$ cat config.mk
export PLATFORM = sky130hd
export DESIGN_NAME = hevc_annexb_nal_splitter
export DESIGN_NICKNAME = d
export VERILOG_FILES = /design/src/design/hns_pkg.sv /design/src/design/hns_front.sv /design/src/design/hns_queue.sv /design/src/design/hns_back.sv /design/src/design/hevc_annexb_nal_splitter.sv
export VERILOG_INCLUDE_DIRS = /design/src /design/src/design
export SDC_FILE = /design/constraint.sdc
export NUM_CORES = 1
export LEC_CHECK = 0
export ABC_AREA = 1
export BUFFER_PORTS_ARGS = -buffer_cell sky130_fd_sc_hd__buf_2
export CORE_MARGIN = 4
export CORE_UTILIZATION = 41
export DETAILED_ROUTE_END_ITERATION = 7
export PLACE_DENSITY = 0.72
export SYNTH_ARGS = -nofsm -noshare
export SYNTH_HDL_FRONTEND = slang
export SYNTH_SLANG_ARGS = --single-unit
$ cat constraint.sdc
create_clock -name aclk -period 4.2 [get_ports aclk]
set_clock_uncertainty 0.2 [all_clocks]
set_input_delay 0.21 -clock aclk [delete_from_list [all_inputs] [get_ports aclk]]
set_output_delay 0.21 -clock aclk [all_outputs]
set_load 0.005 [all_outputs]
$ cat src/design/assert_macros.svh
// Assertion macros shared by the splitter modules.
// No dependencies; included by the files that carry assertions.
`ifndef ASSERT_MACROS_SVH
`define ASSERT_MACROS_SVH

// Property that must hold at every clock edge outside reset.
`define HNS_ASSERT_ALWAYS(lbl, clk, rstn, prop, msg) \
    lbl: assert property (@(posedge clk) disable iff (!rstn) (prop)) else $error(msg);

// Consequent that must hold in the cycle after the antecedent.
`define HNS_ASSERT_NEXT(lbl, clk, rstn, ante, cons, msg) \
    lbl: assert property (@(posedge clk) disable iff (!rstn) (ante) |=> (cons)) else $error(msg);

`endif

$ cat src/design/hns_pkg.sv
`timescale 1ns / 1ps
// Types and constants of the HEVC Annex B NAL splitter.
// No dependencies; used by every module of the block.
package hns_pkg;

    localparam logic [7:0]  START_BYTE     = 8'h01;
    localparam logic [15:0] INTERVAL_RESET = 16'd40;

    localparam logic [1:0]  ADDR_FRAME_INTERVAL = 2'd0;

    localparam logic [5:0] TYPE_BLA_W_LP   = 6'd16;
    localparam logic [5:0] TYPE_BLA_N_LP   = 6'd18;
    localparam logic [5:0] TYPE_IDR_W_RADL = 6'd19;
    localparam logic [5:0] TYPE_IDR_N_LP   = 6'd20;
    localparam logic [5:0] TYPE_CRA        = 6'd21;
    localparam logic [5:0] TYPE_VPS        = 6'd32;
    localparam logic [5:0] TYPE_PPS        = 6'd34;

    localparam int QUEUE_DEPTH = 4;
    localparam int QUEUE_PTR_W = $clog2(QUEUE_DEPTH);
    localparam int QUEUE_CNT_W = $clog2(QUEUE_DEPTH + 1);

    typedef enum logic [1:0] {
        CLASS_P   = 2'd0,
        CLASS_IDR = 2'd1,
        CLASS_BLA = 2'd2,
        CLASS_CRA = 2'd3
    } frame_class_t;

    // Closed unit, passed from the parser to the formatter.
    typedef struct packed {
        logic [5:0]  nal_type;
        logic [31:0] unit_bytes;
        logic        eos;
    } unit_rec_t;

    function automatic frame_class_t class_of(input logic [5:0] t);
        frame_class_t c;
        c = CLASS_P;
        if (t == TYPE_IDR_W_RADL || t == TYPE_IDR_N_LP) begin
            c = CLASS_IDR;
        end else if (t >= TYPE_BLA_W_LP && t <= TYPE_BLA_N_LP) begin
            c = CLASS_BLA;
        end else if (t == TYPE_CRA) begin
            c = CLASS_CRA;
        end
        return c;
    endfunction

    function automatic logic is_param_set(input logic [5:0] t);
        return (t >= TYPE_VPS) && (t <= TYPE_PPS);
    endfunction

endpackage

$ cat src/design/hns_front.sv
`timescale 1ns / 1ps
// Parser: start code detection, header capture and unit length counting.
// Depends on hns_pkg and assert_macros.svh.
`include "assert_macros.svh"
module hns_front #(
    parameter int COUNT_WIDTH = 32
) (
    input  logic                aclk,
    input  logic                aresetn,
    input  logic                in_valid,
    input  logic                in_ready,
    input  logic [7:0]          data_byte,
    input  logic                end_of_stream,
    output logic                rec_push,
    output hns_pkg::unit_rec_t  rec
);

    localparam logic [COUNT_WIDTH-1:0] CNT_MAX = {COUNT_WIDTH{1'b1}};

    logic [1:0]             zero_run_reg, zero_run_next;
    logic                   unit_open_reg, unit_open_next;
    logic                   hdr_pend_reg, hdr_pend_next;
    logic [5:0]             type_reg, type_next;
    logic [COUNT_WIDTH-1:0] count_reg, count_next;

    logic [COUNT_WIDTH-1:0] count_inc;
    logic [COUNT_WIDTH-1:0] len;
    logic [63:0]            len_wide;
    logic [5:0]             rec_type;
    logic                   emit;
    logic                   accept;

    assign accept    = in_valid && in_ready;
    assign count_inc = (count_reg != CNT_MAX) ? count_reg + 1'b1 : count_reg;

    always_comb begin
        zero_run_next  = zero_run_reg;
        unit_open_next = unit_open_reg;
        hdr_pend_next  = hdr_pend_reg;
        type_next      = type_reg;
        count_next     = count_reg;
        emit           = 1'b0;
        len            = count_reg;
        rec_type       = type_reg;

        priority if (unit_open_reg && hdr_pend_reg) begin
            type_next     = data_byte[6:1];
            hdr_pend_next = 1'b0;
            zero_run_next = 2'd0;
            count_next    = count_inc;
        end else if (!end_of_stream && data_byte == hns_pkg::START_BYTE
                     && zero_run_reg >= 2'd2) begin
            // leading zeros of the start code already counted into the old unit
            if (unit_open_reg) begin
                emit = 1'b1;
                if (count_reg != CNT_MAX) begin
                    len = count_reg - ((zero_run_reg == 2'd2) ? COUNT_WIDTH'(2)
                                                              : COUNT_WIDTH'(3));
                end
            end
            unit_open_next = 1'b1;
            hdr_pend_next  = 1'b1;
            type_next      = 6'd0;
            count_next     = (zero_run_reg == 2'd2) ? COUNT_WIDTH'(3) : COUNT_WIDTH'(4);
            zero_run_next  = 2'd0;
        end else begin
            if (unit_open_reg) begin
                count_next = count_inc;
            end
            if (data_byte == 8'd0) begin
                if (zero_run_reg != 2'd3) begin
                    zero_run_next = zero_run_reg + 2'd1;
                end
            end else begin
                zero_run_next = 2'd0;
            end
        end

        if (end_of_stream) begin
            if (unit_open_reg && !emit) begin
                emit     = 1'b1;
                len      = count_next;
                rec_type = type_next;
            end
            zero_run_next  = 2'd0;
            unit_open_next = 1'b0;
            hdr_pend_next  = 1'b0;
            type_next      = 6'd0;
            count_next     = '0;
        end
    end

    assign len_wide       = 64'(len);
    assign rec.nal_type   = rec_type;
    assign rec.unit_bytes = (|len_wide[63:32]) ? 32'hFFFF_FFFF : len_wide[31:0];
    assign rec.eos        = end_of_stream;
    assign rec_push       = accept && emit;

    always_ff @(posedge aclk) begin
        if (!aresetn) begin
            zero_run_reg  <= 2'd0;
            unit_open_reg <= 1'b0;
            hdr_pend_reg  <= 1'b0;
            type_reg      <= 6'd0;
            count_reg     <= '0;
        end else if (accept) begin
            zero_run_reg  <= zero_run_next;
            unit_open_reg <= unit_open_next;
            hdr_pend_reg  <= hdr_pend_next;
            type_reg      <= type_next;
            count_reg     <= count_next;
        end
    end

    `HNS_ASSERT_ALWAYS(a_hdr_needs_unit, aclk, aresetn, !hdr_pend_reg || unit_open_reg, "header pending without open unit")
    `HNS_ASSERT_NEXT(a_eos_clears, aclk, aresetn, accept && end_of_stream, !unit_open_reg && zero_run_reg == 2'd0, "state not cleared after end of stream")

endmodule

$ cat src/design/hns_queue.sv
`timescale 1ns / 1ps
// Short register queue of closed units between parser and formatter.
// Depends on hns_pkg and assert_macros.svh.
`include "assert_macros.svh"
module hns_queue (
    input  logic                aclk,
    input  logic                aresetn,
    input  logic                push,
    input  hns_pkg::unit_rec_t  push_rec,
    output logic                full,
    input  logic                pop,
    output logic                not_empty,
    output hns_pkg::unit_rec_t  head_rec
);

    hns_pkg::unit_rec_t                 slot_reg [hns_pkg::QUEUE_DEPTH];
    logic [hns_pkg::QUEUE_PTR_W-1:0]    wr_ptr_reg, wr_ptr_next;
    logic [hns_pkg::QUEUE_PTR_W-1:0]    rd_ptr_reg, rd_ptr_next;
    logic [hns_pkg::QUEUE_CNT_W-1:0]    count_reg, count_next;

    assign full      = (count_reg == hns_pkg::QUEUE_CNT_W'(hns_pkg::QUEUE_DEPTH));
    assign not_empty = (count_reg != '0);
    assign head_rec  = slot_reg[rd_ptr_reg];

    always_comb begin
        wr_ptr_next = push ? wr_ptr_reg + 1'b1 : wr_ptr_reg;
        rd_ptr_next = pop  ? rd_ptr_reg + 1'b1 : rd_ptr_reg;
        count_next  = count_reg;
        if (push && !pop) begin
            count_next = count_reg + 1'b1;
        end else if (pop && !push) begin
            count_next = count_reg - 1'b1;
        end
    end

    always_ff @(posedge aclk) begin
        if (!aresetn) begin
            wr_ptr_reg <= '0;
            rd_ptr_reg <= '0;
            count_reg  <= '0;
        end else begin
            wr_ptr_reg <= wr_ptr_next;
            rd_ptr_reg <= rd_ptr_next;
            count_reg  <= count_next;
        end
    end

    always_ff @(posedge aclk) begin
        if (push) begin
            slot_reg[wr_ptr_reg] <= push_rec;
        end
    end

    `HNS_ASSERT_ALWAYS(a_no_overflow, aclk, aresetn, !(push && full), "request pushed into full queue")
    `HNS_ASSERT_ALWAYS(a_no_underflow, aclk, aresetn, !(pop && !not_empty), "pop from empty queue")

endmodule

$ cat src/design/hns_back.sv
`timescale 1ns / 1ps
// Formatter: frame class, timestamp and parameter-set flag, output register.
// Depends on hns_pkg and assert_macros.svh.
`include "assert_macros.svh"
module hns_back (
    input  logic                aclk,
    input  logic                aresetn,
    input  logic [15:0]         frame_interval,
    input  logic                rec_avail,
    input  hns_pkg::unit_rec_t  rec,
    output logic                rec_pop,
    output logic                out_valid,
    input  logic                out_ready,
    output logic [5:0]          nal_type,
    output logic [1:0]          frame_class,
    output logic [31:0]         unit_bytes,
    output logic [47:0]         time_stamp,
    output logic                param_set_kept
);

    logic [47:0] time_reg, time_next;
    logic        collect_reg, collect_next;
    logic        valid_reg, valid_next;
    logic [5:0]  type_reg;
    logic [1:0]  class_reg;
    logic [31:0] bytes_reg;
    logic [47:0] stamp_reg;
    logic        kept_reg;
    logic        rec_ps;

    assign rec_pop = rec_avail && (!valid_reg || out_ready);
    assign rec_ps  = hns_pkg::is_param_set(rec.nal_type);

    always_comb begin
        time_next    = time_reg;
        collect_next = collect_reg;
        valid_next   = valid_reg && !out_ready;
        if (rec_pop) begin
            valid_next = 1'b1;
            if (rec.eos) begin
                time_next    = 48'd0;
                collect_next = 1'b1;
            end else begin
                time_next    = time_reg + 48'(frame_interval);
                collect_next = collect_reg && rec_ps;
            end
        end
    end

    always_ff @(posedge aclk) begin
        if (!aresetn) begin
            time_reg    <= 48'd0;
            collect_reg <= 1'b1;
            valid_reg   <= 1'b0;
        end else begin
            time_reg    <= time_next;
            collect_reg <= collect_next;
            valid_reg   <= valid_next;
        end
    end

    always_ff @(posedge aclk) begin
        if (rec_pop) begin
            type_reg  <= rec.nal_type;
            class_reg <= hns_pkg::class_of(rec.nal_type);
            bytes_reg <= rec.unit_bytes;
            stamp_reg <= time_reg;
            kept_reg  <= rec_ps && collect_reg;
        end
    end

    assign out_valid      = valid_reg;
    assign nal_type       = type_reg;
    assign frame_class    = class_reg;
    assign unit_bytes     = bytes_reg;
    assign time_stamp     = stamp_reg;
    assign param_set_kept = kept_reg;

    `HNS_ASSERT_ALWAYS(a_kept_is_ps, aclk, aresetn, !(valid_reg && kept_reg) || hns_pkg::is_param_set(type_reg), "kept flag on non parameter set")
    `HNS_ASSERT_NEXT(a_eos_resets_time, aclk, aresetn, rec_pop && rec.eos, time_reg == 48'd0 && collect_reg, "timestamp not reset after stream end")

endmodule

$ cat src/design/hevc_annexb_nal_splitter.sv
`timescale 1ns / 1ps
// Top level of the HEVC Annex B NAL splitter: APB register, parser, queue, formatter.
// Depends on hns_pkg, hns_front, hns_queue and hns_back.
//
//  channel  | ports        | content
//  ---------+--------------+--------------------------------------------------
//  input    | s_t*         | one stream byte per request, tlast = end of stream
//  result   | m_t*         | one record per closed NAL unit
//  config   | p*           | frame_interval at byte address 0
//
// One byte is taken per cycle while s_tready is high; the parser state is registered on each accepted byte.
// A record is written into a queue slot, then popped into the output register once that register is free or taken.
// s_tready drops only while the four-entry record queue is full.
// aresetn is synchronous and active low; frame_interval resets to 40.
module hevc_annexb_nal_splitter #(
    parameter int COUNT_WIDTH = 32
) (
    input  logic        aclk,
    input  logic        aresetn,
    // config
    input  logic        psel,
    input  logic        penable,
    input  logic        pwrite,
    input  logic [1:0]  paddr,
    input  logic [31:0] pwdata,
    output logic [31:0] prdata,
    output logic        pready,
    // input stream
    input  logic        s_tvalid,
    output logic        s_tready,
    input  logic [7:0]  s_tdata,   // [7:0] data_byte
    input  logic        s_tlast,   // end_of_stream
    // result stream
    output logic        m_tvalid,
    input  logic        m_tready,
    output logic [87:0] m_tdata,   // [5:0] nal_type, [37:6] unit_bytes, [85:38] time_stamp, [87:86] 0
    output logic [2:0]  m_tuser    // [1:0] frame_class, [2] param_set_kept
);

    logic [15:0]        interval_reg;
    logic               rec_push;
    logic               rec_pop;
    logic               q_full;
    logic               q_avail;
    hns_pkg::unit_rec_t front_rec;
    hns_pkg::unit_rec_t head_rec;

    logic [5:0]  nal_type;
    logic [1:0]  frame_class;
    logic [31:0] unit_bytes;
    logic [47:0] time_stamp;
    logic        param_set_kept;

    always_ff @(posedge aclk) begin
        if (!aresetn) begin
            interval_reg <= hns_pkg::INTERVAL_RESET;
        end else if (psel && penable && pwrite && pready
                     && paddr == hns_pkg::ADDR_FRAME_INTERVAL) begin
            interval_reg <= pwdata[15:0];
        end
    end

    assign pready   = 1'b1;
    assign prdata   = {16'd0, interval_reg};
    assign s_tready = !q_full;

    hns_front #(
        .COUNT_WIDTH (COUNT_WIDTH)
    ) u_front (
        .aclk          (aclk),
        .aresetn       (aresetn),
        .in_valid      (s_tvalid),
        .in_ready      (s_tready),
        .data_byte     (s_tdata),
        .end_of_stream (s_tlast),
        .rec_push      (rec_push),
        .rec           (front_rec)
    );

    hns_queue u_queue (
        .aclk      (aclk),
        .aresetn   (aresetn),
        .push      (rec_push),
        .push_rec  (front_rec),
        .full      (q_full),
        .pop       (rec_pop),
        .not_empty (q_avail),
        .head_rec  (head_rec)
    );

    hns_back u_back (
        .aclk           (aclk),
        .aresetn        (aresetn),
        .frame_interval (interval_reg),
        .rec_avail      (q_avail),
        .rec            (head_rec),
        .rec_pop        (rec_pop),
        .out_valid      (m_tvalid),
        .out_ready      (m_tready),
        .nal_type       (nal_type),
        .frame_class    (frame_class),
        .unit_bytes     (unit_bytes),
        .time_stamp     (time_stamp),
        .param_set_kept (param_set_kept)
    );

    assign m_tdata = {2'b00, time_stamp, unit_bytes, nal_type};
    assign m_tuser = {param_set_kept, frame_class};

endmodule

# Word-level counts from Yosys, hierarchy flattened
# Memories as Yosys holds them, arrays and structs flattened. A register that Yosys moved wholly into a read port is not among the register bits.
# Cells that the tools add are included.
word_totals:
  ff_bits: 204
  mem_bits_rw: 156
  out_inout_bits: 126
  elab_cells: 119
  mem_count: 1
mem_list:
  columns: ["name", "depth", "word_bits", "rd", "rd_ports_with_merged_regs", "write_ports", "line", "rtl"]
  rows:
  - ["u_queue.slot_reg", 4, 39, 1, 1, 1, "hns_queue.sv:16", "hns_pkg::unit_rec_t slot_reg [hns_pkg::QUEUE_DEPTH];"]
op_classes:
  addsub: 8
  order_cmp: 5
  n_eq_ne: 10
  muxes: 44
  reduce_logical: 34
ops:
  columns: ["operator", "count"]
  rows:
  - ["two-way mux 32 bit", 11]
  - ["adder 48 x 16 -> 48 bit", 1]
  - ["two-way mux 48 bit", 1]
  - ["adder 32 x 1 -> 32 bit (second input constant)", 1]
  - ["inequality test 32 bit (second input constant)", 1]
  - ["subtractor 32 bit", 1]
  - ["two-way mux 6 bit", 5]
  - ["== test 6 x 5 -> 1 bit (second input constant)", 3]
  - ["two-way mux 2 bit", 9]
  - ["logical AND 1 bit", 16]
  - ["two-way mux 1 bit", 15]
  - ["two-way mux 3 bit", 3]
  - ["== test 8 x 1 -> 1 bit (second input constant)", 1]
  - ["logical NOT 8 bit", 1]
  - ["logical NOT 1 bit", 7]
  - ["adder 2 x 1 -> 2 bit (second input constant)", 3]
  - ["greater-or-equal comparator 6 x 5 -> 1 bit (second input constant)", 1]
  - ["greater-or-equal comparator 6 bit (second input constant)", 1]
  - ["less-or-equal comparator 6 x 5 -> 1 bit (second input constant)", 1]
  - ["less-or-equal comparator 6 bit (second input constant)", 1]
  - ["nonzero test 3 bit", 2]
  - ["inequality test 5 x 3 -> 1 bit (second input constant)", 1]
  - ["inequality test 2 bit (second input constant)", 2]
  - ["AND reduction 2 bit", 2]
  - ["other kinds (9)", 11]

# Logic depth before layout (Yosys ltp)
logic_depth:
  word_depth: 14
  mapped_depth: 17
  depth_no_buf: 17

# Cells and area by module
# Synthesis repeated with hierarchy kept, for this count alone.
hier_totals:
  hier_cells: 2208
  area_unflattened_um2: 18496.5
modules_own_cells:
  columns: ["module", "n_inst", "cells_each", "area_each_um2", "seq_area_each_um2"]
  rows:
  - ["hns_back", 1, 726, 6496.2, 3673.5]
  - ["hns_queue", 1, 437, 6232.2, 4864.7]
  - ["hns_front", 1, 915, 4885.9, 840.8]
  - ["hevc_annexb_nal_splitter", 1, 130, 882.1, 320.3]

# Least setup slack after synthesis
# Ideal clock, no wire load.
synth_timing:
  path_type: "reg2reg"
  startpoint: "reg u_queue.count_reg[0] (netlist bit)"
  endpoint: "reg with a tool-made name"
  setup_time_ns: 0.108
  t_arrival_ns: 4.026
  required_ns: 3.892
  path_slack_ns: -0.134
  path_stages_with_launch: 8
  cell_sequence: "dfxtp_1 inv_1 nand3_1 nand2_1 inv_2 buf_1 o21ai_0 a21oi_1"
synth_rtl:
  columns: ["item", "line", "rtl"]
  rows:
  - ["from (decl)", "hns_queue.sv:19", "logic [hns_pkg::QUEUE_CNT_W-1:0] count_reg, count_next;"]
  - ["from (signal assigned)", "hns_queue.sv:44", "count_reg <= count_next;"]

# Worst setup path in the final report
layout_timing:
  startpoint: "reg u_front.zero_run_reg[0]"
  endpoint: "reg u_front.zero_run_reg[1]"
layout_via:
  elab_chain_len: 6
  word_cells_on_any_way: 11
  classes_between: "1 x add/sub; 1 x order compare; 2 x eq/ne; 5 x mux; 2 x reduce/logical"
layout_lines:
  columns: ["item", "line", "rtl"]
  rows:
  - ["from (decl)", "hns_front.sv:20", "logic [1:0] zero_run_reg, zero_run_next;"]
  - ["from (signal assigned)", "hns_front.sv:107", "zero_run_reg <= zero_run_next;"]
  - ["adder 2 x 1 -> 2 bit", "hns_front.sv:72", "zero_run_next = zero_run_reg + 2'd1;"]
  - ["two-way mux 2 bit", "hns_front.sv:71", "if (zero_run_reg != 2'd3) begin"]
  - ["two-way mux 2 bit", "hns_front.sv:70", "if (data_byte == 8'd0) begin"]
  - ["two-way mux 2 bit", "hns_front.sv:51", "end else if (!end_of_stream && data_byte == hns_pkg::START_BYTE"]
  - ["two-way mux 2 bit", "hns_front.sv:46", "priority if (unit_open_reg && hdr_pend_reg) begin"]
  - ["two-way mux 2 bit", "hns_front.sv:79", "if (end_of_stream) begin"]
# Several ways; a longest one is shown, not always the timed one. The select of a mux whose other input is x is not followed.
# A chain may end at the register's enable or synchronous reset.

==> summary.log <==
qor: outcome.run_status complete, no violations
qor: cells_and_area.num_antenna_cells 0
qor: setup_path.worst_r2r_startpoint u_front.zero_run_reg[0]
qor: timing.fin_crit 3.88 ns
qor: placed_design.gpl.final_weighted_congestion 0.956
qor: setup_path.critPathMaxStageDelay 0.76 ns
qor: cells_and_area.largest_register_ff_count 156
qor: hold_path.hp-class in2reg
qor: timing.max-slew-margin-rel 42.5%
qor: setup_path.slowest_cell_on_the_critical_path clkinv_1
qor: logic_synthesis.synthesis.area_per_instance 8.58 um2
qor: cells_and_area.area.growth.synth_to_final 15.8%
qor: floorplan.core.rowCount 76
qor: logic_synthesis.synth_common_cells 438 x nand2_1, 294 x nor2_1, 245 x edfxtp_1, 163 x inv_1, 160 x nand3_1
qor: floorplan.pin_count 176
qor: timing.rsz_0062_raised_after_global_routing no
qor: logic_synthesis.synth.lib_cells_used.distinct 49
qor: setup_path.crit_chain inv_1, ha_1, inv_2, a21oi_1, nand2_1, clkinv_1, nor3_1, nand2_1, nor2_1, o21ai_0, a21oi_1, dlygate4sd3_1
qor: logic_synthesis.postSynth.topFlopCell edfxtp_1
qor: setup_path.crit_start u_front.zero_run_reg[0]
qor: timing.final_max_slew_viol_count 0
qor: cts.clock_path_buffers 3
qor: setup_path.setup.worst_path.end_class flop
qor: global_routing.overall_global_routing_resource_usage 19.9%
qor: floorplan.core-area 43000 um2
qor: floorplan.die_h 216 um
qor: floorplan.design.die.area 46700 um2
qor: routing.antenna_left 0
qor: logic_synthesis.synth.yosys.seq_area_share 54.6%
qor: setup_path.worstPathRequired 4.49 ns
qor: timing.fin_tns_setup 0 ns
qor: setup_path.worst-r2r-setup-slack 0.32 ns
qor: logic_synthesis.synth-warning-count 0
qor: setup_path.critPathMaxFanout 19
qor: setup_path.worst_path_arrival_time 4.16 ns
qor: cells_and_area.layout.nets 2299
qor: timing.timing.final.crit_share 92.3%
qor: setup_path.ff2ff_path_depth 12
qor: global_routing.overflow 0
qor: cts.worst_skew_pair.late_latency 0.56 ns
qor: hold_path.hold_end u_front.count_reg[2]
qor: global_routing.grt_antenna_before_repair 2
qor: cts.cts_setup_buffers 0
qor: setup_path.startpoint_type_of_the_worst_setup_path flop
qor: floorplan.die-width 216 um
qor: logic_synthesis.largest_area_contributor_in_the_netlist edfxtp_1
qor: setup_path.critical_path.top_delay_family buffers and inverters
qor: timing.setup-violations-final 0
qor: cts.clkSlewWorstSetupHoldPaths 0.06 ns
qor: routing.first_iter_violations 1280
qor: placed_design.place.detailed.hpwl 32400 um
qor: hold_path.hold_path_depth 7
qor: logic_synthesis.top_area_cells_in_the_synthesized_netlist edfxtp_1 41%, dfxtp_1 13%, nand2_1 9.3%
qor: cts.clock_tree_from_tritoncts done
qor: logic_synthesis.netlist_area 17800 um2
qor: logic_synthesis.netlist.area_leader.share 41.4%
qor: power_and_ir_drop.vdd_drop_max 299 uV
qor: cells_and_area.multi_input_area 6990 um2
qor: cells_and_area.sequential_cell_area 9700 um2
qor: routing.route.detailed.drc 0
qor: logic_synthesis.yosys.cell_count.top_type nand2_1
qor: floorplan.start_util 41.3%
qor: global_routing.grt_first_pass_wirelength 75400 um
qor: cts.cts-buffers-inserted 38
qor: flow_run.cap_viol_max_count 0
qor: timing.slew_at_the_pin_closest_to_its_max_slew_limit 0.861 ns
qor: logic_synthesis.synth-async-reset-ratio 0%
qor: cts.cts.hold.buffers_added 43
qor: logic_synthesis.synth-edff-count 245
qor: cts.clkSinkCount 362
qor: timing.timing_hold_violations_final 0
qor: timing.fmax_achieved 258 MHz
qor: routing.drt_first_pass_iters 6
qor: cts.cts_root_buffer clkbuf_16
qor: global_routing.number_of_global_route_vias_before_repair 14000
qor: routing.detail_route.wl_per_cell 16.8 um
qor: cts.post_cts_resized 0
qor: setup_path.timing.rr.end u_front.zero_run_reg[1]
qor: timing.setup_ws 0.325 ns
qor: setup_path.cp.buffers_inverters 4
qor: placed_design.port_buffers 140
qor: setup_path.category_of_the_critical_setup_timing_path reg2reg
qor: cts.clock_tree.htree_level_count 2
qor: cells_and_area.final.fill_count 4108
qor: hold_path.min_from s_tdata[0]
qor: placed_design.pre_cts_slack 0.876 ns
qor: routing.drt-vias-per-instance 5.28
qor: logic_synthesis.netlist_instances 2070
qor: cells_and_area.postLayoutCoreUtil 47.9%
qor: cells_and_area.drive_gt1_share 11.9%
qor: logic_synthesis.synth_seq_cells 362
qor: global_routing.maximum_number_of_pins_on_one_net_before_global_route_repair 79
qor: routing.route.final.wire_length 47600 um
qor: power_and_ir_drop.static_leakage 8.12 nW
qor: routing.routed-via-count 15000
qor: power_and_ir_drop.power-per-cell-area 489 nW/um2
-- layout by cell type, fill, tap and decap left out, drive strengths merged, types with 32 or more instances in the layout --
master,count
dfxtp,117
nand4,36
buf,161
clkbuf,48
xor2,32
edfxtp,245
nand3,165
nand2,443
o22ai,35
nor3,51
a21oi,124
inv,171
o21ai,149
dlygate4sd3,43
nor2,308
-- per-stage QoR --
step           area [um2]  power (mW)  std cells  hold WS [ns]
2_1_floorplan       17800        5.96       2087         0.109
3_3_place_gp        18900        6.78       2722         0.220
3_5_place_dp        18900        6.84       2722         0.229
4_1_cts             20600        10.2       2835        0.0692
5_1_grt             20600        10.6       2835         0.143
6_report            20600        10.1       2835         0.121
-- tightest hold or removal path, cell delays in order --
cell and delay [ns]:
buf_2 0.13, nand3_1 0.08, nor2_1 0.07, nand4_1 0.12, nand2_1 0.09, nand2_1 0.06
a21oi_1 0.05
-- where the power goes --
group	leakage, nW	internal, mW	switching [mW]
sequential	3.32	4.48	0.170
clock	0.597	1.88	1.41
combinational	4.20	0.670	1.46
total	8.12	7.03	3.04
-- per-layer routing --
metal / wire, um / part of all wire, % / global-route usage, %
met5: 20 / 0.042 / 0
met4: 1410 / 3.0 / 6.25
met3: 3150 / 6.6 / 3.39
met1: 21500 / 45 / 27.9
met2: 21500 / 45 / 31.7
-- cells by family after synthesis --
family | after synthesis | share of synthesized area [%]
simple gates | 1033 | 25.1
flops | 362 | 54.6
compound gates | 327 | 9.73
buf+inv | 281 | 6.63
xor+xnor | 36 | 1.77
fa+ha+maj | 29 | 2.13
other cells | 2 | 0.0423
-- final cells by class --
| cell class | instances | share of cell area, % |
|---|---|---|
| sequential | 362 | 47.2 |
| clock buffer | 48 | 5.01 |
| clock inverter | 22 | 0.955 |
| inverter | 170 | 3.11 |
| multi-input combinational | 1444 | 34.0 |
| timing repair buffer | 204 | 6.26 |
| tap | 585 | 3.56 |
-- worst max-delay path by stage --
| stage | endpoint | slack [ns] | cells past startpoint |
|---|---|---|---|
| floorplan | flop | 0.04 | 7 |
| global placement | u_queue.slot_reg[2][2] | 0.97 | 12 |
| detailed placement | u_queue.slot_reg[2][13] | 0.88 | 11 |
| CTS | u_front.zero_run_reg[1] | 0.42 | 12 |
| global route | u_front.zero_run_reg[1] | 0.11 | 12 |
| finish | u_front.zero_run_reg[1] | 0.32 | 12 |
No activity file was read; power rests on OpenSTA's default activity.
